## src/hdl/utu_pkg.sv

```systemverilog
// shared types and constants for the utf-8 to utf-16 transcoder
// used by utu_front, utu_fifo, utu_back and the top level
package utu_pkg;

    localparam int CountBits = 16;
    localparam int CapBits   = 16;
    localparam int CmpBits   = ((CountBits > CapBits) ? CountBits : CapBits) + 2;
    localparam int FifoDepth = 4;
    localparam int PtrBits   = $clog2(FifoDepth);
    localparam int CntBits   = $clog2(FifoDepth + 1);

    localparam logic [20:0] SurrLo   = 21'h00d800;
    localparam logic [20:0] SurrHi   = 21'h00e000;
    localparam logic [20:0] CodeMax  = 21'h10ffff;
    localparam logic [20:0] SuppBase = 21'h010000;
    localparam logic [15:0] HighBase = 16'hd800;
    localparam logic [15:0] LowBase  = 16'hdc00;

    typedef enum logic [1:0] {
        STATUS_OK   = 2'd0,
        STATUS_ILL  = 2'd1,
        STATUS_ENC  = 2'd2,
        STATUS_FULL = 2'd3
    } status_t;

    typedef struct packed {
        logic [15:0] unit_hi;
        logic [15:0] unit_lo;
        logic        pair;
        logic        is_end;
        status_t     status;
    } entry_t;

endpackage

```

## src/hdl/utu_front.sv

```systemverilog
// front end: decodes utf-8 bytes, tracks string state and queues result entries
// depends on utu_pkg
module utu_front
    import utu_pkg::*;
(
    input  logic                aclk,
    input  logic                aresetn,
    input  logic                s_tvalid,
    output logic                s_tready,
    input  logic [7:0]          s_tdata,
    input  logic                cfg_valid,
    input  logic [CapBits-1:0]  cfg_data,
    input  logic                q_full,
    output logic                q_push,
    output entry_t              q_entry
);

    logic [CapBits-1:0]   cap_reg;
    logic [20:0]          partial_reg, partial_next;
    logic [1:0]           pend_reg, pend_next;
    logic [CountBits-1:0] uw_reg, uw_next;
    logic                 skip_reg, skip_next;

    logic                 accept;
    logic [7:0]           b;
    logic [20:0]          np;
    logic [20:0]          key;
    logic [19:0]          koff;
    logic                 enc;
    logic                 do_end;
    status_t              end_status;
    logic                 end_skip;
    logic [CmpBits-1:0]   uw_ext, cap_ext, uw_p1, uw_p2, cnt_max;
    logic                 cap_on, full1, full2;

    assign s_tready = !q_full;
    assign accept   = s_tvalid && s_tready;
    assign b        = s_tdata;
    assign np       = {partial_reg[14:0], b[5:0]};
    assign uw_ext   = CmpBits'(uw_reg);
    assign cap_ext  = CmpBits'(cap_reg);
    assign uw_p1    = uw_ext + CmpBits'(1);
    assign uw_p2    = uw_ext + CmpBits'(2);
    assign cnt_max  = CmpBits'({CountBits{1'b1}});
    assign cap_on   = (cap_reg != '0);
    assign full1    = cap_on && (uw_p1 >= cap_ext);
    assign full2    = cap_on && (uw_p2 >= cap_ext);

    always_comb begin
        partial_next = partial_reg;
        pend_next    = pend_reg;
        uw_next      = uw_reg;
        skip_next    = skip_reg;
        q_push       = 1'b0;
        q_entry      = '0;
        enc          = 1'b0;
        key          = '0;
        koff         = '0;
        do_end       = 1'b0;
        end_status   = STATUS_OK;
        end_skip     = 1'b0;
        if (accept) begin
            if (skip_reg) begin
                if (b == 8'h00) begin
                    skip_next = 1'b0;
                end
            end else if (pend_reg == 2'd0) begin
                if (b == 8'h00) begin
                    do_end = 1'b1;
                end else if (!b[7]) begin
                    enc = 1'b1;
                    key = 21'(b);
                end else if (b[7:5] == 3'b110) begin
                    partial_next = 21'(b[4:0]);
                    pend_next    = 2'd1;
                end else if (b[7:4] == 4'b1110) begin
                    partial_next = 21'(b[3:0]);
                    pend_next    = 2'd2;
                end else if (b[7:3] == 5'b11110) begin
                    partial_next = 21'(b[2:0]);
                    pend_next    = 2'd3;
                end else begin
                    do_end     = 1'b1;
                    end_status = STATUS_ILL;
                    end_skip   = 1'b1;
                end
            end else begin
                if (b == 8'h00) begin
                    do_end     = 1'b1;
                    end_status = STATUS_ILL;
                end else if (b[7:6] != 2'b10) begin
                    do_end     = 1'b1;
                    end_status = STATUS_ILL;
                    end_skip   = 1'b1;
                end else begin
                    partial_next = np;
                    pend_next    = pend_reg - 2'd1;
                    if (pend_reg == 2'd1) begin
                        enc          = 1'b1;
                        key          = np;
                        partial_next = '0;
                    end
                end
            end

            if (enc) begin
                koff = 20'(key - SuppBase);
                if (((key >= SurrLo) && (key < SurrHi)) || (key > CodeMax)) begin
                    do_end     = 1'b1;
                    end_status = STATUS_ENC;
                    end_skip   = 1'b1;
                end else if (full1) begin
                    do_end     = 1'b1;
                    end_status = STATUS_FULL;
                    end_skip   = 1'b1;
                end else if (key < SuppBase) begin
                    q_push          = 1'b1;
                    q_entry.unit_lo = key[15:0];
                    uw_next = (uw_p1 > cnt_max) ? uw_reg : uw_p1[CountBits-1:0];
                end else if (full2) begin
                    do_end     = 1'b1;
                    end_status = STATUS_FULL;
                    end_skip   = 1'b1;
                end else begin
                    q_push          = 1'b1;
                    q_entry.pair    = 1'b1;
                    q_entry.unit_hi = HighBase | 16'(koff[19:10]);
                    q_entry.unit_lo = LowBase | 16'(koff[9:0]);
                    uw_next = (uw_p2 > cnt_max) ? {CountBits{1'b1}} : uw_p2[CountBits-1:0];
                end
            end

            if (do_end) begin
                q_push         = 1'b1;
                q_entry        = '0;
                q_entry.is_end = 1'b1;
                q_entry.status = end_status;
                partial_next   = '0;
                pend_next      = 2'd0;
                uw_next        = '0;
                skip_next      = end_skip;
            end
        end
    end

    always_ff @(posedge aclk) begin
        if (!aresetn) begin
            cap_reg     <= '0;
            partial_reg <= '0;
            pend_reg    <= 2'd0;
            uw_reg      <= '0;
            skip_reg    <= 1'b0;
        end else begin
            if (cfg_valid) begin
                cap_reg <= cfg_data;
            end
            partial_reg <= partial_next;
            pend_reg    <= pend_next;
            uw_reg      <= uw_next;
            skip_reg    <= skip_next;
        end
    end

endmodule

```

## src/hdl/utu_fifo.sv

```systemverilog
// short queue of result entries between front and back end
// depends on utu_pkg
module utu_fifo
    import utu_pkg::*;
(
    input  logic   aclk,
    input  logic   aresetn,
    input  logic   push,
    input  entry_t wr_entry,
    input  logic   pop,
    output entry_t rd_entry,
    output logic   empty,
    output logic   full
);

    entry_t               mem [FifoDepth];
    logic [PtrBits-1:0]   wr_ptr_reg, rd_ptr_reg;
    logic [CntBits-1:0]   count_reg;

    assign empty    = (count_reg == '0);
    assign full     = (count_reg == CntBits'(FifoDepth));
    assign rd_entry = mem[rd_ptr_reg];

    always_ff @(posedge aclk) begin
        if (push) begin
            mem[wr_ptr_reg] <= wr_entry;
        end
    end

    always_ff @(posedge aclk) begin
        if (!aresetn) begin
            wr_ptr_reg <= '0;
            rd_ptr_reg <= '0;
            count_reg  <= '0;
        end else begin
            if (push) begin
                wr_ptr_reg <= (wr_ptr_reg == PtrBits'(FifoDepth - 1)) ? '0
                                                                      : wr_ptr_reg + 1'b1;
            end
            if (pop) begin
                rd_ptr_reg <= (rd_ptr_reg == PtrBits'(FifoDepth - 1)) ? '0
                                                                      : rd_ptr_reg + 1'b1;
            end
            if (push && !pop) begin
                count_reg <= count_reg + 1'b1;
            end else if (pop && !push) begin
                count_reg <= count_reg - 1'b1;
            end
        end
    end

endmodule

```

## src/hdl/utu_back.sv

```systemverilog
// back end: turns queued entries into output words, splitting surrogate pairs
// depends on utu_pkg
module utu_back
    import utu_pkg::*;
(
    input  logic        aclk,
    input  logic        aresetn,
    input  entry_t      q_entry,
    input  logic        q_empty,
    output logic        q_pop,
    output logic        m_tvalid,
    input  logic        m_tready,
    output logic [15:0] m_tdata,
    output logic [2:0]  m_tuser,
    output logic        m_tlast
);

    logic        valid_reg, valid_next;
    logic [15:0] data_reg, data_next;
    logic [2:0]  user_reg, user_next;
    logic        last_reg, last_next;
    logic        phase_reg, phase_next;
    logic        load;

    assign load     = (!valid_reg || m_tready) && !q_empty;
    assign m_tvalid = valid_reg;
    assign m_tdata  = data_reg;
    assign m_tuser  = user_reg;
    assign m_tlast  = last_reg;

    always_comb begin
        valid_next = valid_reg;
        data_next  = data_reg;
        user_next  = user_reg;
        last_next  = last_reg;
        phase_next = phase_reg;
        q_pop      = 1'b0;
        if (load) begin
            valid_next = 1'b1;
            user_next  = {q_entry.status, q_entry.is_end};
            if (q_entry.pair && !phase_reg) begin
                data_next  = q_entry.unit_hi;
                last_next  = 1'b0;
                phase_next = 1'b1;
            end else begin
                data_next  = q_entry.unit_lo;
                last_next  = 1'b1;
                phase_next = 1'b0;
                q_pop      = 1'b1;
            end
        end else if (m_tready) begin
            valid_next = 1'b0;
        end
    end

    always_ff @(posedge aclk) begin
        if (!aresetn) begin
            valid_reg <= 1'b0;
            phase_reg <= 1'b0;
        end else begin
            valid_reg <= valid_next;
            phase_reg <= phase_next;
        end
        data_reg <= data_next;
        user_reg <= user_next;
        last_reg <= last_next;
    end

endmodule

```

## src/hdl/utf8_to_utf16_transcoder.sv

```systemverilog
// top level of the utf-8 to utf-16 transcoder
// instantiates utu_front, utu_fifo and utu_back; depends on utu_pkg
//
// input stream s_*: one utf-8 byte per word in s_tdata; 0x00 ends a string
// output stream m_*: one utf-16 code unit per word; tuser flags end-of-string
//   words and their status, tlast marks the final word caused by one byte
// config channel cfg_*: output capacity in code units including the
//   terminator, 0 for unlimited; always ready, write only while idle
// a byte is accepted every cycle while the four-entry result queue has room
// the first word of a byte is registered by the back end once decode has
//   written its entry into the queue at the accepting edge
// a byte yields zero, one or two words; the two words of a supplementary
//   character are its high and then its low surrogate, from one queue entry
// when the receiver stalls the queue fills and s_tready drops
// reset clears the string state, the capacity, the queue and m_tvalid
module utf8_to_utf16_transcoder
    import utu_pkg::*;
(
    input  logic               aclk,
    input  logic               aresetn,
    input  logic               s_tvalid,
    output logic               s_tready,
    input  logic [7:0]         s_tdata,   // byte_in
    output logic               m_tvalid,
    input  logic               m_tready,
    output logic [15:0]        m_tdata,   // code_unit
    output logic [2:0]         m_tuser,   // status[1:0], is_end
    output logic               m_tlast,
    input  logic               cfg_valid,
    output logic               cfg_ready,
    input  logic [CapBits-1:0] cfg_data   // out_capacity
);

    entry_t push_entry, pop_entry;
    logic   q_push, q_pop, q_empty, q_full;

    assign cfg_ready = 1'b1;

    utu_front u_front (
        .aclk      (aclk),
        .aresetn   (aresetn),
        .s_tvalid  (s_tvalid),
        .s_tready  (s_tready),
        .s_tdata   (s_tdata),
        .cfg_valid (cfg_valid),
        .cfg_data  (cfg_data),
        .q_full    (q_full),
        .q_push    (q_push),
        .q_entry   (push_entry)
    );

    utu_fifo u_fifo (
        .aclk     (aclk),
        .aresetn  (aresetn),
        .push     (q_push),
        .wr_entry (push_entry),
        .pop      (q_pop),
        .rd_entry (pop_entry),
        .empty    (q_empty),
        .full     (q_full)
    );

    utu_back u_back (
        .aclk     (aclk),
        .aresetn  (aresetn),
        .q_entry  (pop_entry),
        .q_empty  (q_empty),
        .q_pop    (q_pop),
        .m_tvalid (m_tvalid),
        .m_tready (m_tready),
        .m_tdata  (m_tdata),
        .m_tuser  (m_tuser),
        .m_tlast  (m_tlast)
    );

endmodule

```

## config.mk

```make
export PLATFORM = sky130hd
export DESIGN_NAME = utf8_to_utf16_transcoder
export DESIGN_NICKNAME = d
export VERILOG_FILES = /design/src/hdl/utu_pkg.sv /design/src/hdl/utu_front.sv /design/src/hdl/utu_fifo.sv /design/src/hdl/utu_back.sv /design/src/hdl/utf8_to_utf16_transcoder.sv
export SDC_FILE = /design/constraint.sdc
export NUM_CORES = 1
export LEC_CHECK = 0
export BUFFER_PORTS_ARGS = -buffer_cell sky130_fd_sc_hd__buf_2
export CAP_MARGIN = 20
export CORE_AREA = 2 2 137 239
export DETAILED_ROUTE_END_ITERATION = 16
export DIE_AREA = 0 0 139 241
export HOLD_SLACK_MARGIN = 0.03
export PLACE_DENSITY = 0.47
export SYNTH_ARGS = -nofsm -noshare
export SYNTH_HDL_FRONTEND = slang
export SYNTH_HIERARCHICAL = 1
export SYNTH_SLANG_ARGS = --single-unit
export TNS_END_PERCENT = 1
```

## constraint.sdc

```tcl
create_clock -name aclk -period 5.15 [get_ports aclk]
set_input_delay 0.2575 -clock aclk [delete_from_list [all_inputs] [get_ports aclk]]
set_output_delay 0.2575 -clock aclk [all_outputs]
set_load 0.02 [all_outputs]
```

==> summary.md, run 1 <==
| Metric | Value |
|---|---|
| Outcome | `complete, no violations` |
| Post-CTS sizing | `0` |
| Dpl cells | `1269` |
| Reg2Reg Capture Point | `u_fifo/mem[1][27]` |
| Pin count of the biggest net entering global routing | `36` |
| VDD IR max | `0.238 mV` |
| Vias in the first global route | `7338` |
| Clock root buffer | `clkbuf_16` |
| Post-synthesis register bit count | `225` |
| H-tree lvl count | `1` |
| Critical Path AT | `4.83 ns` |
| PortBufs | `50` |
| Die Wd | `139 microns` |
| Final-stage net count | `991` |
| Tmin final | `4.48 ns` |
| CP Capture Type | `register` |
| DRT Pass-1 Iters | `4` |
| Library cells used by synthesis | `75` |
| Setup Skew | `0.0172 ns` |
| Cts hold-fix bufs | `17` |
| Synth warn | `6` |
| Setup ws final | `0.668 ns` |
| R2R depth | `16` |
| Non-Filler Instances | `1331` |
| Die Height | `241 microns` |
| Clock Sink Count | `225` |
| Biggest register | `u_fifo/mem` |
| CTS tree | `yes` |
| Initial antenna violation count | `3` |
| Synth Cell Area | `10900 sq um` |
| Final Setup Violations | `0` |
| Detailed-placement wirelength estimate | `19800 microns` |
| Max cap viols | `0` |
| Fraction of layout cells with a size suffix above 1 | `18.7%` |
| Setup repair after global routing missed its margin | `false` |
| Hold Vio Cnt, Final | `0` |
| CP Data Required Time | `5.49 ns` |
| Final TNS setup | `0 ns` |
| Final RePlAce weighted congestion | `0.879` |
| Synth top area cells | `edfxtp_1 45%, dfxtp_1 11%, mux4_2 6.2%` |
| Via count | `7057` |
| FF-to-FF setup slack | `0.67 ns` |
| Clock transition at the registers of the reported paths | `0.07 ns` |
| Detailed Route Iter0 Violations | `228` |
| Pwr dens | `424 nW/um^2` |
| Slew margin rel. | `51.2%` |
| Hold Crit Depth | `2` |
| Clock Path Buffers | `3` |
| Vias/cell | `5.30` |
| Ports | `52` |
| Drt drc | `0` |
| TritonCTS Buffers | `24` |
| Place WS | `0.720 ns` |
| Worst-Skew Late Latency | `0.53 ns` |
| DRT antenna net count | `0` |
| Slew Viols, Final | `0` |
| Startpoint types | `register` |
| Post-Synthesis Cells | `852` |
| Area grow syn2layout | `14.8%` |
| Ant. Diodes | `0` |
| Setup bufs post-CTS | `0` |
| CP max FO | `30` |
| Ys async rst share | `0%` |
| WHS Endpoint | `u_front/partial_reg[0]` |
| Worst min-delay path class | `input port to register` |
| Sequential share of the synthesized area | `56.2%` |
| Max Fclk | `223 MHz` |
| Starting Density | `34.8%` |
| Hold_sp | `s_tdata[0]` |
| Kind of critical path | `register to register` |
| Post-synth EDFFs | `164` |
| Core box area | `31400 sq um` |
| # rows | `86` |
| Largest register FFs | `144` |
| First-pass GRT wire length | `42600 microns` |
| Fin crit share | `87.0%` |
| Synth area leader | `edfxtp_1` |
| WL/cell | `20.9 microns` |
| Slew @ Worst Pin | `0.726 ns` |
| Overall routing resource usage | `16.6%` |
| Post-synth top area share | `45.0%` |
| Global route total overflow | `0` |
| Mapped Avg Cell Area | `12.8 sq um` |
| RR Startpoint | `u_front/uw_reg[1]` |
| Total Routed Length | `27800 microns` |
| DIE AREA | `33500 sq um` |
| Post-synth top flop | `edfxtp_1` |
| Pleak | `4.63 nW` |
cells by family (layout without fill, tap and decap cells):
family,count (synthesis),in the layout,share of synthesized area (%)
multiplexers,72,72,11.1
adder cells (fa/ha/maj),45,45,5.21
XOR/XNOR,29,29,2.32
flip-flops,225,225,56.2
other,2,3,0.0686
buffers and inverters,93,175,4.22
AO/OA/AOI/OAI,123,123,8.11
AND/OR/NAND/NOR,263,263,12.8
report_power, final:
part | internal (mW) | switching (mW) | leakage (nW)
registers | 2.22 | 0.0727 | 2.02
logic | 0.511 | 0.721 | 2.20
clock network | 1.05 | 0.747 | 0.400
total | 3.78 | 1.54 | 4.63
layout by cell type, fill, tap and decap left out, types with 4 or more instances in the layout:
| master | n |
|---|---|
| nand2_1 | 48 |
| ha_1 | 44 |
| dlygate4sd3_1 | 17 |
| a22oi_1 | 6 |
| dfxtp_1 | 59 |
| nand4_1 | 14 |
| mux4_2 | 30 |
| nor4_1 | 26 |
| a211oi_1 | 4 |
| mux2i_1 | 20 |
| and2_2 | 4 |
| xor2_1 | 14 |
| mux2_2 | 16 |
| inv_1 | 41 |
| and3_1 | 6 |
| xnor2_1 | 15 |
| a22o_1 | 17 |
| o211a_1 | 4 |
| edfxtp_1 | 164 |
| clkbuf_16 | 25 |
| nor3b_1 | 4 |
| a32o_1 | 4 |
| o21a_1 | 6 |
| buf_2 | 50 |
| buf_4 | 22 |
| nand3_1 | 29 |
| or3_1 | 4 |
| o21ai_0 | 23 |
| a21oi_1 | 23 |
| nor3_1 | 19 |
| nor2_1 | 61 |
| nor2b_1 | 9 |
| a31oi_1 | 5 |
| mux4_1 | 6 |
| and2_1 | 14 |
critical path, stage by stage (launching register included):
cell     delay, ns
dfxtp_1       0.46
ha_1          0.32
nand3_1       0.22
nor4_1        0.47
nand3_1       0.15
xor2_1        0.38
inv_1         0.08
ha_1          0.33
nand2_1       0.07
a21oi_1       0.06
o211a_1       0.23
o211a_1       0.23
nor4_1        0.31
o21ai_0       0.19
nor3_2        0.19
buf_4         0.33
nor2b_1       0.28
worst max-delay path by stage:
stage	endpoint	slack, ns	depth (start not counted)	startpoint
3_5_place_dp	u_fifo/mem[1][27]	0.72	16	u_front/uw_reg[1]
5_1_grt	u_fifo/mem[0][16]	0.32	14	u_front/uw_reg[1]
2_1_floorplan	u_fifo/mem[0][29]	1.39	16	u_front/uw_reg[1]
3_3_place_gp	u_fifo/mem[1][27]	0.76	16	u_front/uw_reg[1]
6_report	u_fifo/mem[1][27]	0.67	16	u_front/uw_reg[1]
4_1_cts	u_fifo/mem[0][16]	0.69	14	u_front/uw_reg[1]
final cells by class:
class,instances,area (sq um)
timing repair buffer,90,593
sequential,225,6150
fill,3075,18900
inverter,41,154
clock inverter,16,181
clock buffer,28,637
tap,396,495
multi-input combinational,535,4350
metal layers:
layer / vias to the layer above / global-route usage, % / routed length, microns
met5: - / 0 / 34
met4: 6 / 7.90 / 1170
met3: 67 / 2.14 / 939
met2: 136 / 33.0 / 15600
met1: 3479 / 17.0 / 10000
li1: 3369 / - / -
synth_stat cells (15+ instances only):
master,number
a21oi_1,23
inv_1,41
nand3_1,29
nor3_1,20
edfxtp_1,164
ha_1,44
mux2i_1,20
and2_1,18
mux4_2,30
nor2_1,62
mux2_2,16
xnor2_1,15
o21ai_0,23
a22o_1,17
dfxtp_1,61
nor4_1,26
nand2_1,48
clkbuf_1,29
stage by stage:
stage	hold slack, ns	power [mW]	utilization, %	instance area [sq um]
final	0.0461	5.32	40.0	12600
after global routing	0.0546	5.57	40.0	12600
after CTS	0.0332	5.41	39.9	12600
after detailed placement	0.457	3.59	36.8	11600
after global placement	0.452	3.58	36.8	11600
after floorplan	0.375	3.25	-	10900
(Power assumes the default switching activity.)
==> run 2: changes to the inputs <==
--- a/config.mk
+++ b/config.mk
@@ -10,6 +10,7 @@
 export CORE_AREA = 2 2 137 239
 export DETAILED_ROUTE_END_ITERATION = 16
 export DIE_AREA = 0 0 139 241
+export GPL_TIMING_DRIVEN = 0
 export HOLD_SLACK_MARGIN = 0.03
 export PLACE_DENSITY = 0.47
 export SYNTH_ARGS = -nofsm -noshare
==> run 2 against run 1 <==
Register-to-register slack got worse by 0.41 ns. Final area increased by 1.1%. Critical path type unchanged. Maximum frequency decreased by 8.4%. Clock power decreased by 9%. Cell count increased by 2.2%.
==> summary.md, run 2 (synthesized netlist as in run 1, its figures left out) <==
| Metric | Value |
|---|---|
| Pwr dens | `413 nW/um^2 (was 424 nW/um^2)` |
| DRT Pass-1 Iters | `7 (was 4)` |
| Sw Ratio | `29.2% (was 29.0%)` |
| TritonCTS Buffers | `23 (was 24)` |
| Fraction of layout cells with a size suffix above 1 | `17.8% (was 18.7%)` |
| Layout fillers | `3021 (was 3075)` |
| CP Capture Type | `register (unchanged)` |
| Commonest non-fill, non-tap cells in the layout | `164 x edfxtp_1, 61 x dfxtp_1, 61 x nor2_1 (was 164 x edfxtp_1, 61 x nor2_1, 59 x dfxtp_1)` |
| Setup Skew | `0.0127 ns (was 0.0172 ns)` |
| Kind of critical path | `register to register (unchanged)` |
| Fin crit share | `95.1% (was 87.0%)` |
| Setup repair after global routing missed its margin | `true (was false)` |
| Final-stage net count | `1022 (was 991)` |
| Largest register FFs | `144 (unchanged)` |
| Biggest register | `u_fifo/mem (unchanged)` |
| PortBufs | `46 (was 50)` |
| Detailed-placement wirelength estimate | `21300 microns (was 19800 microns)` |
| Critical Path AT | `5.09 ns (was 4.83 ns)` |
| Commonest non-fill, non-tap cell in the layout | `edfxtp_1 (unchanged)` |
| Area grow syn2layout | `16.0% (was 14.8%)` |
| Initial antenna violation count | `2 (was 3)` |
| Clock Sink Count | `225 (unchanged)` |
| CP max FO | `10 (was 30)` |
| Setup ws final | `0.255 ns (was 0.668 ns)` |
| Global route total overflow | `0 (unchanged)` |
| Max cap viols | `0 (unchanged)` |
| First-pass GRT wire length | `43400 microns (was 42600 microns)` |
| Detailed Route Iter0 Violations | `356 (was 228)` |
| Final RePlAce weighted congestion | `0.907 (was 0.879)` |
| Ports | `52 (unchanged)` |
| Sequential Area | `6150 sq um (about the same)` |
| H-tree lvl count | `1 (unchanged)` |
| Final TNS setup | `0 ns (unchanged)` |
| Final core utilization | `40.4% (was 40.0%)` |
| Max Fclk | `204 MHz (was 223 MHz)` |
| Core box area | `31400 sq um (unchanged)` |
| Outcome | `complete, no violations (unchanged)` |
| Pleak | `4.65 nW (was 4.63 nW)` |
| Non-Filler Instances | `1360 (was 1331)` |
| Place WS | `-0.131 ns (was 0.720 ns)` |
| Net Sw Power | `1.53 mW (was 1.54 mW)` |
| Clock power frac | `31.0% (was 33.8%)` |
| Die Height | `241 microns (unchanged)` |
| # rows | `86 (unchanged)` |
| Gate power share | `25.5% (was 23.2%)` |
| Die Wd | `139 microns (unchanged)` |
| Final Setup Violations | `0 (unchanged)` |
| Reg power frac | `43.5% (was 43.0%)` |
| Multi-input gate area | `4350 sq um (about the same)` |
| Vias in the first global route | `7404 (was 7338)` |
| VDD IR max | `0.200 mV (was 0.238 mV)` |
| Clock transition at the registers of the reported paths | `0.07 ns (about the same)` |
| Tmin final | `4.90 ns (was 4.48 ns)` |
| Hold Vio Cnt, Final | `0 (unchanged)` |
| Clock Path Buffers | `3 (unchanged)` |
| Worst min-delay path class | `input port to register (unchanged)` |
| Slew Viols, Final | `0 (unchanged)` |
| DIE AREA | `33500 sq um (unchanged)` |
| DRT antenna net count | `0 (unchanged)` |
| WHS | `0.0858 ns (was 0.0461 ns)` |
| Clock root buffer | `clkbuf_16 (unchanged)` |
| Pin count of the biggest net entering global routing | `31 (was 36)` |
| Slew @ Worst Pin | `1.02 ns (was 0.726 ns)` |
| Starting Density | `34.8% (unchanged)` |
| Total Routed Length | `28500 microns (was 27800 microns)` |
| Overall routing resource usage | `17.0% (was 16.6%)` |
| Vias/cell | `5.30 (about the same)` |
| Startpoint types | `register (unchanged)` |
| Drt drc | `0 (unchanged)` |
| Total power draw | `5.24 mW (was 5.32 mW)` |
| Internal | `3.71 mW (was 3.78 mW)` |
| CTS tree | `yes (unchanged)` |
| Worst-Skew Late Latency | `0.51 ns (was 0.53 ns)` |
| Via count | `7204 (was 7057)` |
| Dpl cells | `1300 (was 1269)` |
| Dpl cell area | `11800 sq um (was 11600 sq um)` |
| CP Data Required Time | `5.34 ns (was 5.49 ns)` |
| WL/cell | `21.0 microns (was 20.9 microns)` |
| Slew margin rel. | `31.4% (was 51.2%)` |
| Ant. Diodes | `0 (unchanged)` |
| Setup bufs post-CTS | `0 (unchanged)` |
| Final instance area | `12700 sq um (was 12600 sq um)` |
run 2: cell types whose count changed in the layout (fill, tap and decap cells not counted), moves of 2 or more:
cell	before	now
clkbuf_1	3	32
buf_4	22	9
buf_12	0	7
buf_6	0	3
clkbuf_8	0	3
clkinvlp_4	0	3
buf_1	0	2
bufinv_16	3	1
clkbuf_16	25	23
clkinv_1	3	1
dfxtp_1	59	61
dfxtp_2	2	0
inv_6	3	1
run 2: final timing paths:
path                                         from                      to  slack, ns  cells after the start
worst max-delay path            u_front/uw_reg[6]       u_fifo/mem[1][16]       0.25                     13
worst min-delay path                   s_tdata[4]  u_front/partial_reg[4]       0.09                      2
worst min register to register   u_back/phase_reg        u_back/phase_reg       0.46                      2
worst max register to register  u_front/uw_reg[6]       u_fifo/mem[1][16]       0.25                     13
run 2: layout make-up:
type                       instances  area share [%]
multi-input combinational        535            34.3
tap                              396            3.90
sequential                       225            48.4
buffer                            52            2.45
clock buffer                      30            4.98
timing repair buffer              70            4.04
inverter                          41            1.21
clock inverter                    11           0.739
run 2: worst max-delay path, cell delays in order (launching register included):
cell and delay [ns]:
dfxtp_1 0.31, clkbuf_1 0.34, nand4_1 0.44, nor3_1 0.54, xor2_1 0.30, ha_1 0.30, a211oi_1 0.20, nor2_1 0.07
or3_1 0.34, a2bb2oi_1 0.22, a21o_1 0.30, nand3_4 0.18, clkbuf_1 0.30, nor4_1 0.74
run 2: power groups by stage:
stage,combinational (mW),sequential (mW),clock (mW)
2_1_floorplan,0.816,2.43,0
3_3_place_gp,1.31,2.33,0
3_5_place_dp,1.36,2.33,0
4_1_cts,1.37,2.29,1.69
5_1_grt,1.45,2.30,1.75
6_report,1.33,2.28,1.63
run 2: per-layer routing:
layer  up-vias  share of wire (%)  GRT usage (%)
li1       3429                  -              -
met1      3556                 35           16.9
met2       152                 57           34.7
met3        63                3.1           1.96
met4         4                4.8           8.02
met5         -              0.098              0
run 2: timing repair:
action	CTS	global route
hold buffers	18	0
resized for setup	1	3
endpoints found under the setup margin	56	68
endpoints found under the hold margin	18	0
==> run 3: changes to the inputs <==
--- a/config.mk
+++ b/config.mk
@@ -7,9 +7,9 @@
 export LEC_CHECK = 0
 export BUFFER_PORTS_ARGS = -buffer_cell sky130_fd_sc_hd__buf_2
 export CAP_MARGIN = 20
-export CORE_AREA = 2 2 137 239
+export CORE_AREA = 2 2 180 182
 export DETAILED_ROUTE_END_ITERATION = 16
-export DIE_AREA = 0 0 139 241
+export DIE_AREA = 0 0 182 184
 export GPL_TIMING_DRIVEN = 0
 export HOLD_SLACK_MARGIN = 0.03
 export PLACE_DENSITY = 0.47
==> run 3 against run 2 <==
Core utilization up 0.48 points. Critical path type unchanged. First-iteration DRC count up 64%. Combinational power about the same. Wire length down 5.2%. Sequential cell count unchanged. Die area about the same. Worst hold slack worse by 0.039 ns.
==> summary.md, run 3 (synthesized netlist as in run 1, its figures left out) <==
| Metric | Value |
|---|---|
| Vias in the first global route | `7364 (was 7404)` |
| Dpl cell area | `11800 sq um (about the same)` |
| Final RePlAce weighted congestion | `0.840 (was 0.907)` |
| Clock Sink Count | `225 (unchanged)` |
| Sequential Area | `6150 sq um (unchanged)` |
| Setup repair after global routing missed its margin | `true (unchanged)` |
| DRT antenna net count | `0 (unchanged)` |
| WL/cell | `19.7 microns (was 21.0 microns)` |
| First-pass GRT wire length | `42700 microns (was 43400 microns)` |
| Overall routing resource usage | `16.6% (was 17.0%)` |
| Initial antenna violation count | `0 (was 2)` |
| Max cap viols | `0 (unchanged)` |
| Ant. Diodes | `0 (unchanged)` |
| Non-Filler Instances | `1371 (was 1360)` |
| Kind of critical path | `register to register (unchanged)` |
| Vias/cell | `5.19 (was 5.30)` |
| CP Data Required Time | `5.39 ns (was 5.34 ns)` |
| CTS tree | `yes (unchanged)` |
| Clock Path Buffers | `3 (unchanged)` |
| Slew margin rel. | `26.1% (was 31.4%)` |
| PortBufs | `46 (unchanged)` |
| TritonCTS Buffers | `26 (was 23)` |
| Hold Crit Depth | `2 (unchanged)` |
| Biggest register | `u_fifo/mem (unchanged)` |
| Setup Skew | `0.0278 ns (was 0.0127 ns)` |
| Commonest non-fill, non-tap cell in the layout | `edfxtp_1 (unchanged)` |
| Total Routed Length | `27100 microns (was 28500 microns)` |
| R2R depth | `13 (unchanged)` |
| Setup ws final | `0.140 ns (was 0.255 ns)` |
| Final instance area | `12800 sq um (was 12700 sq um)` |
| Pin count of the biggest net entering global routing | `28 (was 31)` |
| Area grow syn2layout | `17.3% (was 16.0%)` |
| Fin crit share | `97.3% (was 95.1%)` |
| Max Fclk | `200 MHz (was 204 MHz)` |
| Core box area | `31400 sq um (about the same)` |
| Largest register FFs | `144 (unchanged)` |
| Clock transition at the registers of the reported paths | `0.06 ns (was 0.07 ns)` |
| Hold Vio Cnt, Final | `0 (unchanged)` |
| DIE AREA | `33500 sq um (about the same)` |
| Slew Viols, Final | `0 (unchanged)` |
| DRT Pass-1 Iters | `5 (was 7)` |
| Global route total overflow | `0 (unchanged)` |
| Die Height | `184 microns (was 241 microns)` |
| Slew @ Worst Pin | `1.10 ns (was 1.02 ns)` |
| Pwr dens | `424 nW/um^2 (was 413 nW/um^2)` |
| Commonest non-fill, non-tap cells in the layout | `164 x edfxtp_1, 61 x dfxtp_1, 61 x nor2_1 (unchanged)` |
| Drt drc | `0 (unchanged)` |
| Startpoint types | `register (unchanged)` |
| Dpl cells | `1307 (was 1300)` |
| VDD IR max | `0.213 mV (was 0.200 mV)` |
| Via count | `7117 (was 7204)` |
| CP max FO | `10 (unchanged)` |
| Critical Path AT | `5.25 ns (was 5.09 ns)` |
| Pleak | `4.73 nW (was 4.65 nW)` |
| Die Wd | `182 microns (was 139 microns)` |
| Worst-Skew Late Latency | `0.54 ns (was 0.51 ns)` |
| H-tree lvl count | `1 (unchanged)` |
| Multi-input gate area | `4360 sq um (was 4350 sq um)` |
| Final TNS setup | `0 ns (unchanged)` |
| Tmin final | `5.01 ns (was 4.90 ns)` |
| Fraction of layout cells with a size suffix above 1 | `18.4% (was 17.8%)` |
| WHS | `0.0463 ns (was 0.0858 ns)` |
| CP Capture Type | `register (unchanged)` |
| Total power draw | `5.45 mW (was 5.24 mW)` |
| # rows | `65 (was 86)` |
| Clock root buffer | `clkbuf_16 (unchanged)` |
| Place WS | `-0.0166 ns (was -0.131 ns)` |
| Worst min-delay path class | `input port to register (unchanged)` |
| Detailed-placement wirelength estimate | `19500 microns (was 21300 microns)` |
| Layout fillers | `2966 (was 3021)` |
| Final core utilization | `40.9% (was 40.4%)` |
| Final Setup Violations | `0 (unchanged)` |
| Starting Density | `34.9% (was 34.8%)` |
| Detailed Route Iter0 Violations | `584 (was 356)` |
| Outcome | `complete, no violations (unchanged)` |
| Final-stage net count | `1023 (was 1022)` |
| Ports | `52 (unchanged)` |
[run 3: cell count changes in the layout (fill, tap and decap cells not counted), sizes merged]
cell | previous run | this run
buf | 73 | 75
clkbuf | 61 | 71
clkinv | 6 | 5
clkinvlp | 3 | 0
dlygate4sd3 | 18 | 16
inv | 42 | 41
[run 3: final timing paths]
check                               from                      to  slack (ns)
setup / recovery       u_front/uw_reg[6]       u_fifo/mem[2][18]        0.14
hold reg to reg   u_front/partial_reg[2]  u_front/partial_reg[8]        0.52
hold / removal                s_tdata[0]  u_front/partial_reg[0]        0.05
setup reg to reg       u_front/uw_reg[6]       u_fifo/mem[2][18]        0.14
[run 3: repair_timing]
item | in CTS | in global routing
endpoints found under the setup margin | 8 | 60
resized for setup | 1 | 3
hold endpoints to repair | 16 | 0
buffers inserted | 0 | 0
hold buffers | 16 | 0
[run 3: where the power goes]
| part | switching, mW | leakage [nW] | total [mW] | internal [mW] |
|---|---|---|---|---|
| sequential | 0.0726 | 2.02 | 2.29 | 2.21 |
| combinational | 0.752 | 2.27 | 1.33 | 0.577 |
| clock | 0.719 | 0.430 | 1.83 | 1.11 |
[run 3: critical path: stages, from the launching register on]
cell       delay (ns)
dfxtp_1          0.30
clkbuf_1         0.38
nand4_1          0.45
nor3_1           0.57
xor2_1           0.26
ha_1             0.29
a211oi_1         0.20
nor2_1           0.07
or3_1            0.34
a2bb2oi_1        0.31
a21o_1           0.32
nand3_4          0.20
clkbuf_1         0.33
nor4_1           0.69
[run 3: final cells by class]
cell class	instances	share of cell area (%)
well taps	402	3.92
flip-flops and latches	225	47.9
multi-input cells	535	33.9
repair buffers	68	3.84
inverters	41	1.20
plain buffers	52	2.41
clock inverters	6	0.575
clock buffers	42	6.24
[run 3: layer usage]
metal	GRT usage [%]	part of all wire, %	vias to the layer above
met3	2.34	3.1	39
met2	30.2	51	128
met5	0	0	-
met4	4.81	2.5	0
li1	-	-	3444
met1	20.4	43	3506
